`src/sv/mrpm_pkg.sv`:
```
// ----------------------------------------------------------------------------
// mrpm_pkg
// shared constants and types of the modbus rtu polling master
// ----------------------------------------------------------------------------
`default_nettype none

package mrpm_pkg;

    localparam int RESPONSE_BYTES = 9;
    localparam int REQUEST_BYTES  = 8;
    localparam int NUM_QUANTITIES = 6;
    localparam int NUM_REG_ADDRS  = 6;

    localparam int QTY_W   = 3;
    localparam int CNT_W   = 4;
    localparam int CFG_IDX_W = 3;
    localparam int CFG_DATA_W = 16;

    // frame constants
    localparam logic [15:0] CRC_INIT        = 16'hFFFF;
    localparam logic [15:0] CRC_POLY        = 16'hA001;
    localparam logic [7:0]  FUNC_READ_INPUT = 8'h04;
    localparam logic [15:0] REG_COUNT       = 16'h0002;

    // no previous request yet
    localparam logic [QTY_W-1:0] PREV_NONE = 3'd7;

    // input commands
    localparam logic CMD_REQUEST = 1'b0;
    localparam logic CMD_RX_BYTE = 1'b1;

    // result kinds
    localparam logic KIND_TX_BYTE = 1'b0;
    localparam logic KIND_REPORT  = 1'b1;

    // configuration register indexes
    localparam logic [CFG_IDX_W-1:0] CFG_SLAVE_ADDRESS  = 3'd0;
    localparam logic [CFG_IDX_W-1:0] CFG_REG_ADDR_FIRST = 3'd1;
    localparam logic [CFG_IDX_W-1:0] CFG_REG_ADDR_LAST  = 3'd6;

    // request byte positions
    localparam logic [2:0] REQ_POS_SLAVE   = 3'd0;
    localparam logic [2:0] REQ_POS_FUNC    = 3'd1;
    localparam logic [2:0] REQ_POS_ADDR_HI = 3'd2;
    localparam logic [2:0] REQ_POS_ADDR_LO = 3'd3;
    localparam logic [2:0] REQ_POS_CNT_HI  = 3'd4;
    localparam logic [2:0] REQ_POS_CNT_LO  = 3'd5;
    localparam logic [2:0] REQ_POS_CRC_LO  = 3'd6;
    localparam logic [2:0] REQ_POS_CRC_HI  = 3'd7;

    // control of the shared crc unit
    typedef struct packed {
        logic       init;
        logic       step;
        logic [7:0] data;
    } crc_ctrl_t;

endpackage

`default_nettype wire

```
`src/sv/mrpm_if.sv`:
```
// ----------------------------------------------------------------------------
// mrpm channel interfaces
// valid/ready channels for input items, result items and config writes
// ----------------------------------------------------------------------------
`default_nettype none

interface mrpm_in_if;
    logic       valid;
    logic       ready;
    logic       command;
    logic [7:0] rx_byte;

    modport source (output valid, output command, output rx_byte, input ready);
    modport sink   (input valid, input command, input rx_byte, output ready);
endinterface

interface mrpm_out_if;
    logic                        valid;
    logic                        ready;
    logic                        kind;
    logic [7:0]                  tx_byte;
    logic                        last;
    logic [mrpm_pkg::QTY_W-1:0]  quantity;
    logic [31:0]                 value_bits;
    logic                        crc_ok;
    logic                        comm_error;

    modport source (output valid, output kind, output tx_byte, output last,
                    output quantity, output value_bits, output crc_ok,
                    output comm_error, input ready);
    modport sink   (input valid, input kind, input tx_byte, input last,
                    input quantity, input value_bits, input crc_ok,
                    input comm_error, output ready);
endinterface

interface mrpm_cfg_if;
    logic                             valid;
    logic                             ready;
    logic [mrpm_pkg::CFG_IDX_W-1:0]   index;
    logic [mrpm_pkg::CFG_DATA_W-1:0]  data;

    modport source (output valid, output index, output data, input ready);
    modport sink   (input valid, input index, input data, output ready);
endinterface

`default_nettype wire

```
`src/sv/mrpm_crc_unit.sv`:
```
// ----------------------------------------------------------------------------
// mrpm_crc_unit
// modbus crc-16 accumulator, one byte folded in per step
// ----------------------------------------------------------------------------
`default_nettype none

module mrpm_crc_unit (
    input  wire logic               clk,
    input  wire logic               rst_n,
    input  wire mrpm_pkg::crc_ctrl_t ctrl,
    output logic [15:0]             crc
);

    logic [15:0] crc_reg;
    logic [15:0] crc_next;

    // eight reflected shift steps over one byte
    always_comb
    begin
        crc_next = crc_reg ^ {8'h00, ctrl.data};
        for (int b = 0; b < 8; b++)
        begin
            if (crc_next[0])
                crc_next = (crc_next >> 1) ^ mrpm_pkg::CRC_POLY;
            else
                crc_next = crc_next >> 1;
        end
    end

    always_ff @(posedge clk or negedge rst_n)
    begin
        if (!rst_n)
            crc_reg <= mrpm_pkg::CRC_INIT;
        else if (ctrl.init)
            crc_reg <= mrpm_pkg::CRC_INIT;
        else if (ctrl.step)
            crc_reg <= crc_next;
    end

    assign crc = crc_reg;

endmodule

`default_nettype wire

```
`src/sv/modbus_rtu_polling_master.sv`:
```
// ----------------------------------------------------------------------------
// modbus_rtu_polling_master
// modbus rtu master polling six meter quantities with read input registers
// ----------------------------------------------------------------------------
// A request beat (command 0) produces eight transmit beats: slave address,
// function 0x04, the current quantity's register address high byte first,
// count 0x0002 and the crc-16 low byte first; last marks the eighth. The
// error flag goes high when the same quantity is requested twice without a
// good answer in between. A receive beat (command 1) stores one byte; the
// ninth byte closes the frame and gives one report beat with bytes 3..6 as
// big-endian value bits and crc_ok; a good crc clears the error flag and
// moves on to the next quantity. One crc unit folds in one byte per clock:
// a request first hashes its six header bytes and then sends its eight
// transmit beats as the output register frees; the ninth receive byte
// first hashes the seven bytes before the received crc, then posts the
// report. Input ready is low while a frame is worked on; the output
// register lets the last beat wait while the next input beat is taken.
// ----------------------------------------------------------------------------
`default_nettype none

module modbus_rtu_polling_master (
    input  wire logic   clk,
    input  wire logic   rst_n,
    mrpm_in_if.sink     item,
    mrpm_out_if.source  result,
    mrpm_cfg_if.sink    cfg
);

    typedef enum logic [2:0] {
        ST_IDLE,
        ST_REQ_CRC,
        ST_REQ_SEND,
        ST_RSP_CRC,
        ST_RSP_SEND
    } state_t;

    state_t state_reg;

    // configuration registers
    logic [7:0]  slave_address_reg;
    logic [15:0] reg_addr_reg [mrpm_pkg::NUM_REG_ADDRS];

    // frame store, undefined until written
    logic [7:0]  frame_store [mrpm_pkg::RESPONSE_BYTES];

    logic [mrpm_pkg::CNT_W-1:0] byte_count_reg;
    logic [mrpm_pkg::CNT_W-1:0] step_reg;
    logic [mrpm_pkg::QTY_W-1:0] quantity_reg;
    logic [mrpm_pkg::QTY_W-1:0] previous_reg;
    logic                       error_reg;

    // output register
    logic                       out_valid_reg;
    logic                       out_kind_reg;
    logic [7:0]                 out_tx_reg;
    logic                       out_last_reg;
    logic [mrpm_pkg::QTY_W-1:0] out_qty_reg;
    logic [31:0]                out_value_reg;
    logic                       out_ok_reg;
    logic                       out_err_reg;

    mrpm_pkg::crc_ctrl_t crc_ctrl;
    logic [15:0]         crc;

    logic        in_beat;
    logic        slot_free;
    logic        out_load;
    logic [15:0] addr_sel;
    logic [7:0]  req_byte;
    logic [2:0]  req_pos;
    logic [15:0] frame_crc;
    logic        crc_match;
    logic [mrpm_pkg::CNT_W-1:0] qty_inc;
    logic [mrpm_pkg::QTY_W-1:0] qty_next;

    assign item.ready = (state_reg == ST_IDLE);
    assign cfg.ready  = 1'b1;
    assign in_beat    = item.valid && item.ready;
    assign slot_free  = !out_valid_reg || result.ready;

    // a new beat goes into the output register this clock
    assign out_load   = slot_free &&
                        (state_reg == ST_REQ_SEND || state_reg == ST_RSP_SEND);

    // register address of the current quantity, zero when it has none
    always_comb
    begin
        if ({1'b0, quantity_reg} < mrpm_pkg::CNT_W'(mrpm_pkg::NUM_REG_ADDRS))
            addr_sel = reg_addr_reg[quantity_reg];
        else
            addr_sel = 16'h0000;
    end

    assign req_pos = step_reg[2:0];

    // request frame byte at the current position
    always_comb
    begin
        unique case (req_pos)
            mrpm_pkg::REQ_POS_SLAVE:   req_byte = slave_address_reg;
            mrpm_pkg::REQ_POS_FUNC:    req_byte = mrpm_pkg::FUNC_READ_INPUT;
            mrpm_pkg::REQ_POS_ADDR_HI: req_byte = addr_sel[15:8];
            mrpm_pkg::REQ_POS_ADDR_LO: req_byte = addr_sel[7:0];
            mrpm_pkg::REQ_POS_CNT_HI:  req_byte = mrpm_pkg::REG_COUNT[15:8];
            mrpm_pkg::REQ_POS_CNT_LO:  req_byte = mrpm_pkg::REG_COUNT[7:0];
            mrpm_pkg::REQ_POS_CRC_LO:  req_byte = crc[7:0];
            mrpm_pkg::REQ_POS_CRC_HI:  req_byte = crc[15:8];
            default:                   req_byte = 8'h00;
        endcase
    end

    // received crc is the last two bytes, low first
    assign frame_crc = {frame_store[mrpm_pkg::RESPONSE_BYTES-1],
                        frame_store[mrpm_pkg::RESPONSE_BYTES-2]};
    assign crc_match = (crc == frame_crc);

    // cyclic advance of the quantity index
    assign qty_inc  = {1'b0, quantity_reg} + mrpm_pkg::CNT_W'(1);
    assign qty_next = (qty_inc >= mrpm_pkg::CNT_W'(mrpm_pkg::NUM_QUANTITIES))
                      ? '0 : qty_inc[mrpm_pkg::QTY_W-1:0];

    // crc unit control: clear on each input beat, hash one byte per clock
    always_comb
    begin
        crc_ctrl.init = 1'b0;
        crc_ctrl.step = 1'b0;
        crc_ctrl.data = 8'h00;
        unique case (state_reg)
            ST_IDLE:
            begin
                crc_ctrl.init = in_beat;
            end
            ST_REQ_CRC:
            begin
                crc_ctrl.step = 1'b1;
                crc_ctrl.data = req_byte;
            end
            ST_RSP_CRC:
            begin
                crc_ctrl.step = 1'b1;
                crc_ctrl.data = frame_store[step_reg];
            end
            ST_REQ_SEND, ST_RSP_SEND:
            begin
                crc_ctrl.init = 1'b0;
            end
            default:
            begin
                crc_ctrl.init = 1'b0;
            end
        endcase
    end

    mrpm_crc_unit u_crc (
        .clk   (clk),
        .rst_n (rst_n),
        .ctrl  (crc_ctrl),
        .crc   (crc)
    );

    // configuration writes
    always_ff @(posedge clk or negedge rst_n)
    begin
        if (!rst_n)
        begin
            slave_address_reg <= 8'h01;
            for (int i = 0; i < mrpm_pkg::NUM_REG_ADDRS; i++)
                reg_addr_reg[i] <= 16'h0000;
        end
        else if (cfg.valid && cfg.ready)
        begin
            if (cfg.index == mrpm_pkg::CFG_SLAVE_ADDRESS)
                slave_address_reg <= cfg.data[7:0];
            else if (cfg.index >= mrpm_pkg::CFG_REG_ADDR_FIRST &&
                     cfg.index <= mrpm_pkg::CFG_REG_ADDR_LAST)
                reg_addr_reg[cfg.index - mrpm_pkg::CFG_REG_ADDR_FIRST] <= cfg.data;
        end
    end

    // frame store, written one received byte at a time
    always_ff @(posedge clk)
    begin
        if (in_beat && item.command == mrpm_pkg::CMD_RX_BYTE)
            frame_store[byte_count_reg] <= item.rx_byte;
    end

    // sequencer with the output register
    always_ff @(posedge clk or negedge rst_n)
    begin
        if (!rst_n)
        begin
            state_reg      <= ST_IDLE;
            byte_count_reg <= '0;
            step_reg       <= '0;
            quantity_reg   <= '0;
            previous_reg   <= mrpm_pkg::PREV_NONE;
            error_reg      <= 1'b1;
            out_valid_reg  <= 1'b0;
            out_kind_reg   <= mrpm_pkg::KIND_TX_BYTE;
            out_tx_reg     <= 8'h00;
            out_last_reg   <= 1'b0;
            out_qty_reg    <= '0;
            out_value_reg  <= 32'h0;
            out_ok_reg     <= 1'b0;
            out_err_reg    <= 1'b0;
        end
        else
        begin
            if (result.ready && !out_load)
                out_valid_reg <= 1'b0;

            unique case (state_reg)
                ST_IDLE:
                begin
                    if (in_beat)
                    begin
                        step_reg <= '0;
                        if (item.command == mrpm_pkg::CMD_REQUEST)
                        begin
                            error_reg    <= (previous_reg == quantity_reg);
                            previous_reg <= quantity_reg;
                            state_reg    <= ST_REQ_CRC;
                        end
                        else if (byte_count_reg ==
                                 mrpm_pkg::CNT_W'(mrpm_pkg::RESPONSE_BYTES - 1))
                        begin
                            byte_count_reg <= '0;
                            state_reg      <= ST_RSP_CRC;
                        end
                        else
                        begin
                            byte_count_reg <= byte_count_reg + mrpm_pkg::CNT_W'(1);
                        end
                    end
                end

                ST_REQ_CRC:
                begin
                    // crc covers the six header bytes
                    if (step_reg == mrpm_pkg::CNT_W'(mrpm_pkg::REQUEST_BYTES - 3))
                    begin
                        step_reg  <= '0;
                        state_reg <= ST_REQ_SEND;
                    end
                    else
                        step_reg <= step_reg + mrpm_pkg::CNT_W'(1);
                end

                ST_REQ_SEND:
                begin
                    if (slot_free)
                    begin
                        out_valid_reg <= 1'b1;
                        out_kind_reg  <= mrpm_pkg::KIND_TX_BYTE;
                        out_tx_reg    <= req_byte;
                        out_last_reg  <= (step_reg ==
                                          mrpm_pkg::CNT_W'(mrpm_pkg::REQUEST_BYTES - 1));
                        out_qty_reg   <= quantity_reg;
                        out_value_reg <= 32'h0;
                        out_ok_reg    <= 1'b0;
                        out_err_reg   <= error_reg;
                        if (step_reg == mrpm_pkg::CNT_W'(mrpm_pkg::REQUEST_BYTES - 1))
                        begin
                            step_reg  <= '0;
                            state_reg <= ST_IDLE;
                        end
                        else
                            step_reg <= step_reg + mrpm_pkg::CNT_W'(1);
                    end
                end

                ST_RSP_CRC:
                begin
                    // crc covers all but the two trailing crc bytes
                    if (step_reg == mrpm_pkg::CNT_W'(mrpm_pkg::RESPONSE_BYTES - 3))
                    begin
                        step_reg  <= '0;
                        state_reg <= ST_RSP_SEND;
                    end
                    else
                        step_reg <= step_reg + mrpm_pkg::CNT_W'(1);
                end

                ST_RSP_SEND:
                begin
                    if (slot_free)
                    begin
                        out_valid_reg <= 1'b1;
                        out_kind_reg  <= mrpm_pkg::KIND_REPORT;
                        out_tx_reg    <= 8'h00;
                        out_last_reg  <= 1'b0;
                        out_qty_reg   <= quantity_reg;
                        out_value_reg <= {frame_store[3], frame_store[4],
                                          frame_store[5], frame_store[6]};
                        out_ok_reg    <= crc_match;
                        out_err_reg   <= !crc_match;
                        error_reg     <= !crc_match;
                        if (crc_match)
                            quantity_reg <= qty_next;
                        state_reg <= ST_IDLE;
                    end
                end

                default:
                begin
                    state_reg <= ST_IDLE;
                end
            endcase
        end
    end

    assign result.valid      = out_valid_reg;
    assign result.kind       = out_kind_reg;
    assign result.tx_byte    = out_tx_reg;
    assign result.last       = out_last_reg;
    assign result.quantity   = out_qty_reg;
    assign result.value_bits = out_value_reg;
    assign result.crc_ok     = out_ok_reg;
    assign result.comm_error = out_err_reg;

endmodule

`default_nettype wire

```
`src/flat_wrapper.sv`:
```
// flat-port wrapper written by rule: the top's interface ports become plain ports
module modbus_rtu_polling_master_flat 
  (clk, rst_n, item_valid, item_command, item_rx_byte, item_ready, result_valid, result_kind, result_tx_byte, result_last, result_quantity, result_value_bits, result_crc_ok, result_comm_error, result_ready, cfg_valid, cfg_index, cfg_data, cfg_ready);
  mrpm_in_if item_i ();
  mrpm_out_if result_i ();
  mrpm_cfg_if cfg_i ();
  input  wire logic clk;
  input  wire logic rst_n;
  input wire logic [$bits(item_i.valid)-1:0] item_valid;
  input wire logic [$bits(item_i.command)-1:0] item_command;
  input wire logic [$bits(item_i.rx_byte)-1:0] item_rx_byte;
  output wire logic [$bits(item_i.ready)-1:0] item_ready;
  output wire logic [$bits(result_i.valid)-1:0] result_valid;
  output wire logic [$bits(result_i.kind)-1:0] result_kind;
  output wire logic [$bits(result_i.tx_byte)-1:0] result_tx_byte;
  output wire logic [$bits(result_i.last)-1:0] result_last;
  output wire logic [$bits(result_i.quantity)-1:0] result_quantity;
  output wire logic [$bits(result_i.value_bits)-1:0] result_value_bits;
  output wire logic [$bits(result_i.crc_ok)-1:0] result_crc_ok;
  output wire logic [$bits(result_i.comm_error)-1:0] result_comm_error;
  input wire logic [$bits(result_i.ready)-1:0] result_ready;
  input wire logic [$bits(cfg_i.valid)-1:0] cfg_valid;
  input wire logic [$bits(cfg_i.index)-1:0] cfg_index;
  input wire logic [$bits(cfg_i.data)-1:0] cfg_data;
  output wire logic [$bits(cfg_i.ready)-1:0] cfg_ready;
  assign item_i.valid = item_valid;
  assign item_i.command = item_command;
  assign item_i.rx_byte = item_rx_byte;
  assign item_ready = item_i.ready;
  assign result_valid = result_i.valid;
  assign result_kind = result_i.kind;
  assign result_tx_byte = result_i.tx_byte;
  assign result_last = result_i.last;
  assign result_quantity = result_i.quantity;
  assign result_value_bits = result_i.value_bits;
  assign result_crc_ok = result_i.crc_ok;
  assign result_comm_error = result_i.comm_error;
  assign result_i.ready = result_ready;
  assign cfg_i.valid = cfg_valid;
  assign cfg_i.index = cfg_index;
  assign cfg_i.data = cfg_data;
  assign cfg_ready = cfg_i.ready;
  modbus_rtu_polling_master u_core (.clk(clk), .rst_n(rst_n), .item(item_i), .result(result_i), .cfg(cfg_i));
endmodule
```
`config.mk`:
```
export PLATFORM = sky130hd
export DESIGN_NAME = modbus_rtu_polling_master_flat
export DESIGN_NICKNAME = d
export VERILOG_FILES = /design/src/sv/mrpm_pkg.sv /design/src/sv/mrpm_if.sv /design/src/sv/mrpm_crc_unit.sv /design/src/sv/modbus_rtu_polling_master.sv /design/src/flat_wrapper.sv
export SDC_FILE = /design/constraint.sdc
export NUM_CORES = 1
export LEC_CHECK = 0
export ABC_AREA = 1
export BUFFER_PORTS_ARGS = -buffer_cell sky130_fd_sc_hd__buf_4
export CAP_MARGIN = 10
export CORE_MARGIN = 2
export CORE_UTILIZATION = 55
export CTS_BUF_LIST = sky130_fd_sc_hd__clkbuf_4
export DETAILED_ROUTE_END_ITERATION = 6
export GPL_ROUTABILITY_DRIVEN = 0
export PLACE_DENSITY = 0.73
export SETUP_SLACK_MARGIN = 0.3
export SLEW_MARGIN = 20
export SYNTH_ARGS = -nofsm -noshare
export SYNTH_HDL_FRONTEND = slang
export SYNTH_SLANG_ARGS = --single-unit
```
`constraint.sdc`:
```
create_clock -name clk -period 3.8 [get_ports clk]
set_input_delay 0.76 -clock clk [delete_from_list [all_inputs] [get_ports clk]]
set_output_delay 0.76 -clock clk [all_outputs]
set_load 0.02 [all_outputs]
```
==> results.yml <==
clocking:
  clkTransAtPathRegs_ns: 0.07
  clock_sink_count: 314
  cts_tree: "done"
  clk_path_buf_depth: 3
  cts_buffers: 82
  hold_buffers: 0
  clk_latency_ns: 0.72
  cts.htree.levels: 3
  cts-root-buf: "clkbuf_4"
  cts_setup_buffers: 0
yosys:
  synth_cell_types: 45
  synth-edff-count: 128
  synthFlopType: "dfrtp_1"
  yosys_warnings: 0
  synth_fp_nets: 1609
  syn-cell-area_um2: 14490
  syn_avg_cell_area_um2: 9.290
  ys_ff_latch: 314
  syn_inst: 1560
  ys_seq_area_frac: 0.5882
  synthArstFlopShare: 0.5924
layout:
  syn_to_final_growth_pct: 13.12
  layout_common_cells: "nand2_1 (391), o21ai_0 (219), dfrtp_1 (164), nor2_1 (160), edfxtp_1 (128)"
  final_common_cell: "nand2_1"
  final_cells: 2072
  largest_reg_flops: 128
  drive_gt1_frac: 0.1657
  nets: 1724
pwr:
  power.internal_mw: 7.751
  comb_power_share: 0.376
  clkPwrFrac: 0.242
  swShare: 0.3954
  power_density_nw_per_um2: 782.0
  p_seq_frac: 0.382
  power.leakage_nw: 7.435
  p_switching_mw: 5.069
  max-vdd-ir-drop_v: 0.0004484
critical_path:
  crit_type: "flop to flop"
  crit_path_top_delay_cell: "buf_4"
  rrSetupSlack_ns: 0.65
  cp.buffers_inverters: 2
  path_common_cell: "nand2_1"
  arrival_ns: 3.78
  crit_path_max_incr_delay_ns: 0.59
  cp_max_fo: 72
  setup.worst_path.start_class: "flop"
  end_kind: "flop"
  worstPathCellList: "buf_4 -> nor2_1 -> nor2_1 -> o21ai_0 -> nand3_1 -> nand3_1 -> nand2_1 -> nand2_1 -> nand2_1 -> nand2_1 -> nand2_1 -> nand2_1 -> nand2_1 -> nand2_1 -> nand3_4 -> nand3_2 -> nand2_1 -> nand2_1 -> nand3_1 -> nand3_1 -> nand2_1 -> inv_1"
  cpLargestDelayFamily: "simple AND/OR/NAND/NOR gates"
  cp.required_ns: 4.44
timing:
  period_share: 0.8280
  final-max-slew-violation-count: 0
  setup_tns_ns: 0
  fmax_ghz: 0.3178
  hold_violations: 0
  max_slew_margin: 0.4310
  rsz0062_at_grt: "false"
  worst_pin_slew_ns: 0.8522
  fin_crit_ns: 3.146
  setup_ws_ns: 0.6537
  setup_viol: 0
  fin_skew_ns: 0.06361
global_routing:
  grt_first_pass_wirelength_um: 59930
  gr-total-overflow: 0
  grt_pass1_vias: 11210
  grt_max_degree: 83
  grt_usage: 0.2704
  antenna_found_initial: 2
placed_design:
  port_buffers: 81
  dpl.cell_count: 1926
  post-place-ws_ns: 0.6812
  hpwl_um: 24770
floorplan:
  die-area_um2: 27660
  die_h_um: 166.3
  fp-row-count: 59
  ioPinCount: 83
  initial_core_util: 0.5577
  core_um2: 25980
  die_w_um: 166.3
min_path:
  hp-class: "primary input to async pin"
drt:
  wl_per_cell_um: 17.84
  via_count: 11710
  firstDrtPassIters: 5
  drt-initial-drc-count: 1136
  drc: 0
  drt.antenna.violating_nets: 0
  wl_um: 36960
  viasPerCell: 5.649
outcome:
  status: "finished, final reports clean"
flow_run:
  maxCapViolCount: 0
## kinds of logic (layout without fill, tap and decap cells)
logic type | after synthesis | count (layout) | synth area share
DFF | 314 | 314 | 0.5882
adders and majority gates | 16 | 16 | 0.01381
AOI/OAI and AO/OA | 351 | 351 | 0.1379
and+or+nand+nor | 659 | 659 | 0.1874
buffers and inverters | 203 | 375 | 0.06276
xor gates and xnor gates | 16 | 16 | 0.009670
other | 1 | 6 | 0.0002588
## stage by stage
stage | util | instance area, µm² | total power [mW] | hold WS, ns
floorplan | - | 14490 | 8.251 | 0.4451
global placement | 0.5879 | 15280 | 9.551 | 0.4602
detailed placement | 0.5879 | 15280 | 9.697 | 0.4674
CTS | 0.6302 | 16370 | 12.81 | 0.09087
global route | 0.6309 | 16390 | 13.72 | 0.1073
finish | 0.6309 | 16390 | 12.82 | 0.08380
## power groups by stage
stage               logic (mW)  registers (mW)  clock network [mW]
detailed placement        4.76            4.94                   0
global route              5.40            4.97                3.35
global placement          4.64            4.91                   0
floorplan                 3.20            5.05                   0
CTS                       4.79            4.88                3.15
finish                    4.82            4.90                3.10
## cell type report
class	count	area, µm²
Clock inverter	20	190.2
Inverter	132	500.5
Tap cell	335	419.2
Fill cell	2157	9590
Multi-Input combinational cell	1043	5066
Clock buffer	121	908.4
Timing Repair Buffer	102	772.0
Antenna cell	5	12.51
Sequential cell	314	8526
## path summary, 6_finish.rpt
check                                         from                        to  cells past startpoint
setup / recovery                u_core.step_reg[0]      u_core.u_crc.crc[13]                     22
max in group asynchronous                    rst_n   u_core.reg_addr_reg[69]                      2
min in group clk                   item_rx_byte[6]  u_core.frame_store[3][6]                      1
hold reg to reg            u_core.reg_addr_reg[77]   u_core.reg_addr_reg[77]                      2
hold / removal                               rst_n   u_core.reg_addr_reg[40]                      1
setup reg to reg                u_core.step_reg[0]      u_core.u_crc.crc[13]                     22
## synth_stat cells (8+ instances only)
cell type / number / area, µm²
o22ai_1: 17 / 106.4
clkbuf_1: 27 / 101.4
nand3_1: 57 / 285.3
o211ai_1: 22 / 165.2
xnor2_1: 13 / 113.9
o21ai_0: 219 / 1096
nand4_1: 9 / 56.30
ha_1: 16 / 200.2
nor3_1: 9 / 45.04
inv_1: 124 / 465.5
a22o_1: 18 / 157.7
o21ai_1: 12 / 60.06
nand3_2: 9 / 90.09
buf_4: 15 / 112.6
buf_6: 8 / 90.09
or2_2: 8 / 50.05
nand2_1: 391 / 1468
dfrtp_1: 165 / 4129
dfstp_2: 21 / 551.8
a21oi_1: 36 / 180.2
edfxtp_1: 128 / 3844
nor2_1: 160 / 600.6
buf_2: 21 / 105.1
## timing repair
item / in CTS / in global routing
gates resized for setup: 0 / 1
endpoints found under the setup margin: 0 / 1
hold endpoints to repair: 0 / 0
## routing by layer
| layer | up-vias | global-route usage | part of all wire |
|---|---|---|---|
| li1 | 5497 | - | - |
| met1 | 5591 | 0.3957 | 0.44 |
| met2 | 529 | 0.4034 | 0.45 |
| met3 | 88 | 0.06339 | 0.090 |
| met4 | 0 | 0.08696 | 0.025 |
| met5 | - | 0 | 0 |
Note: power is estimated with default switching activity, not from simulation.
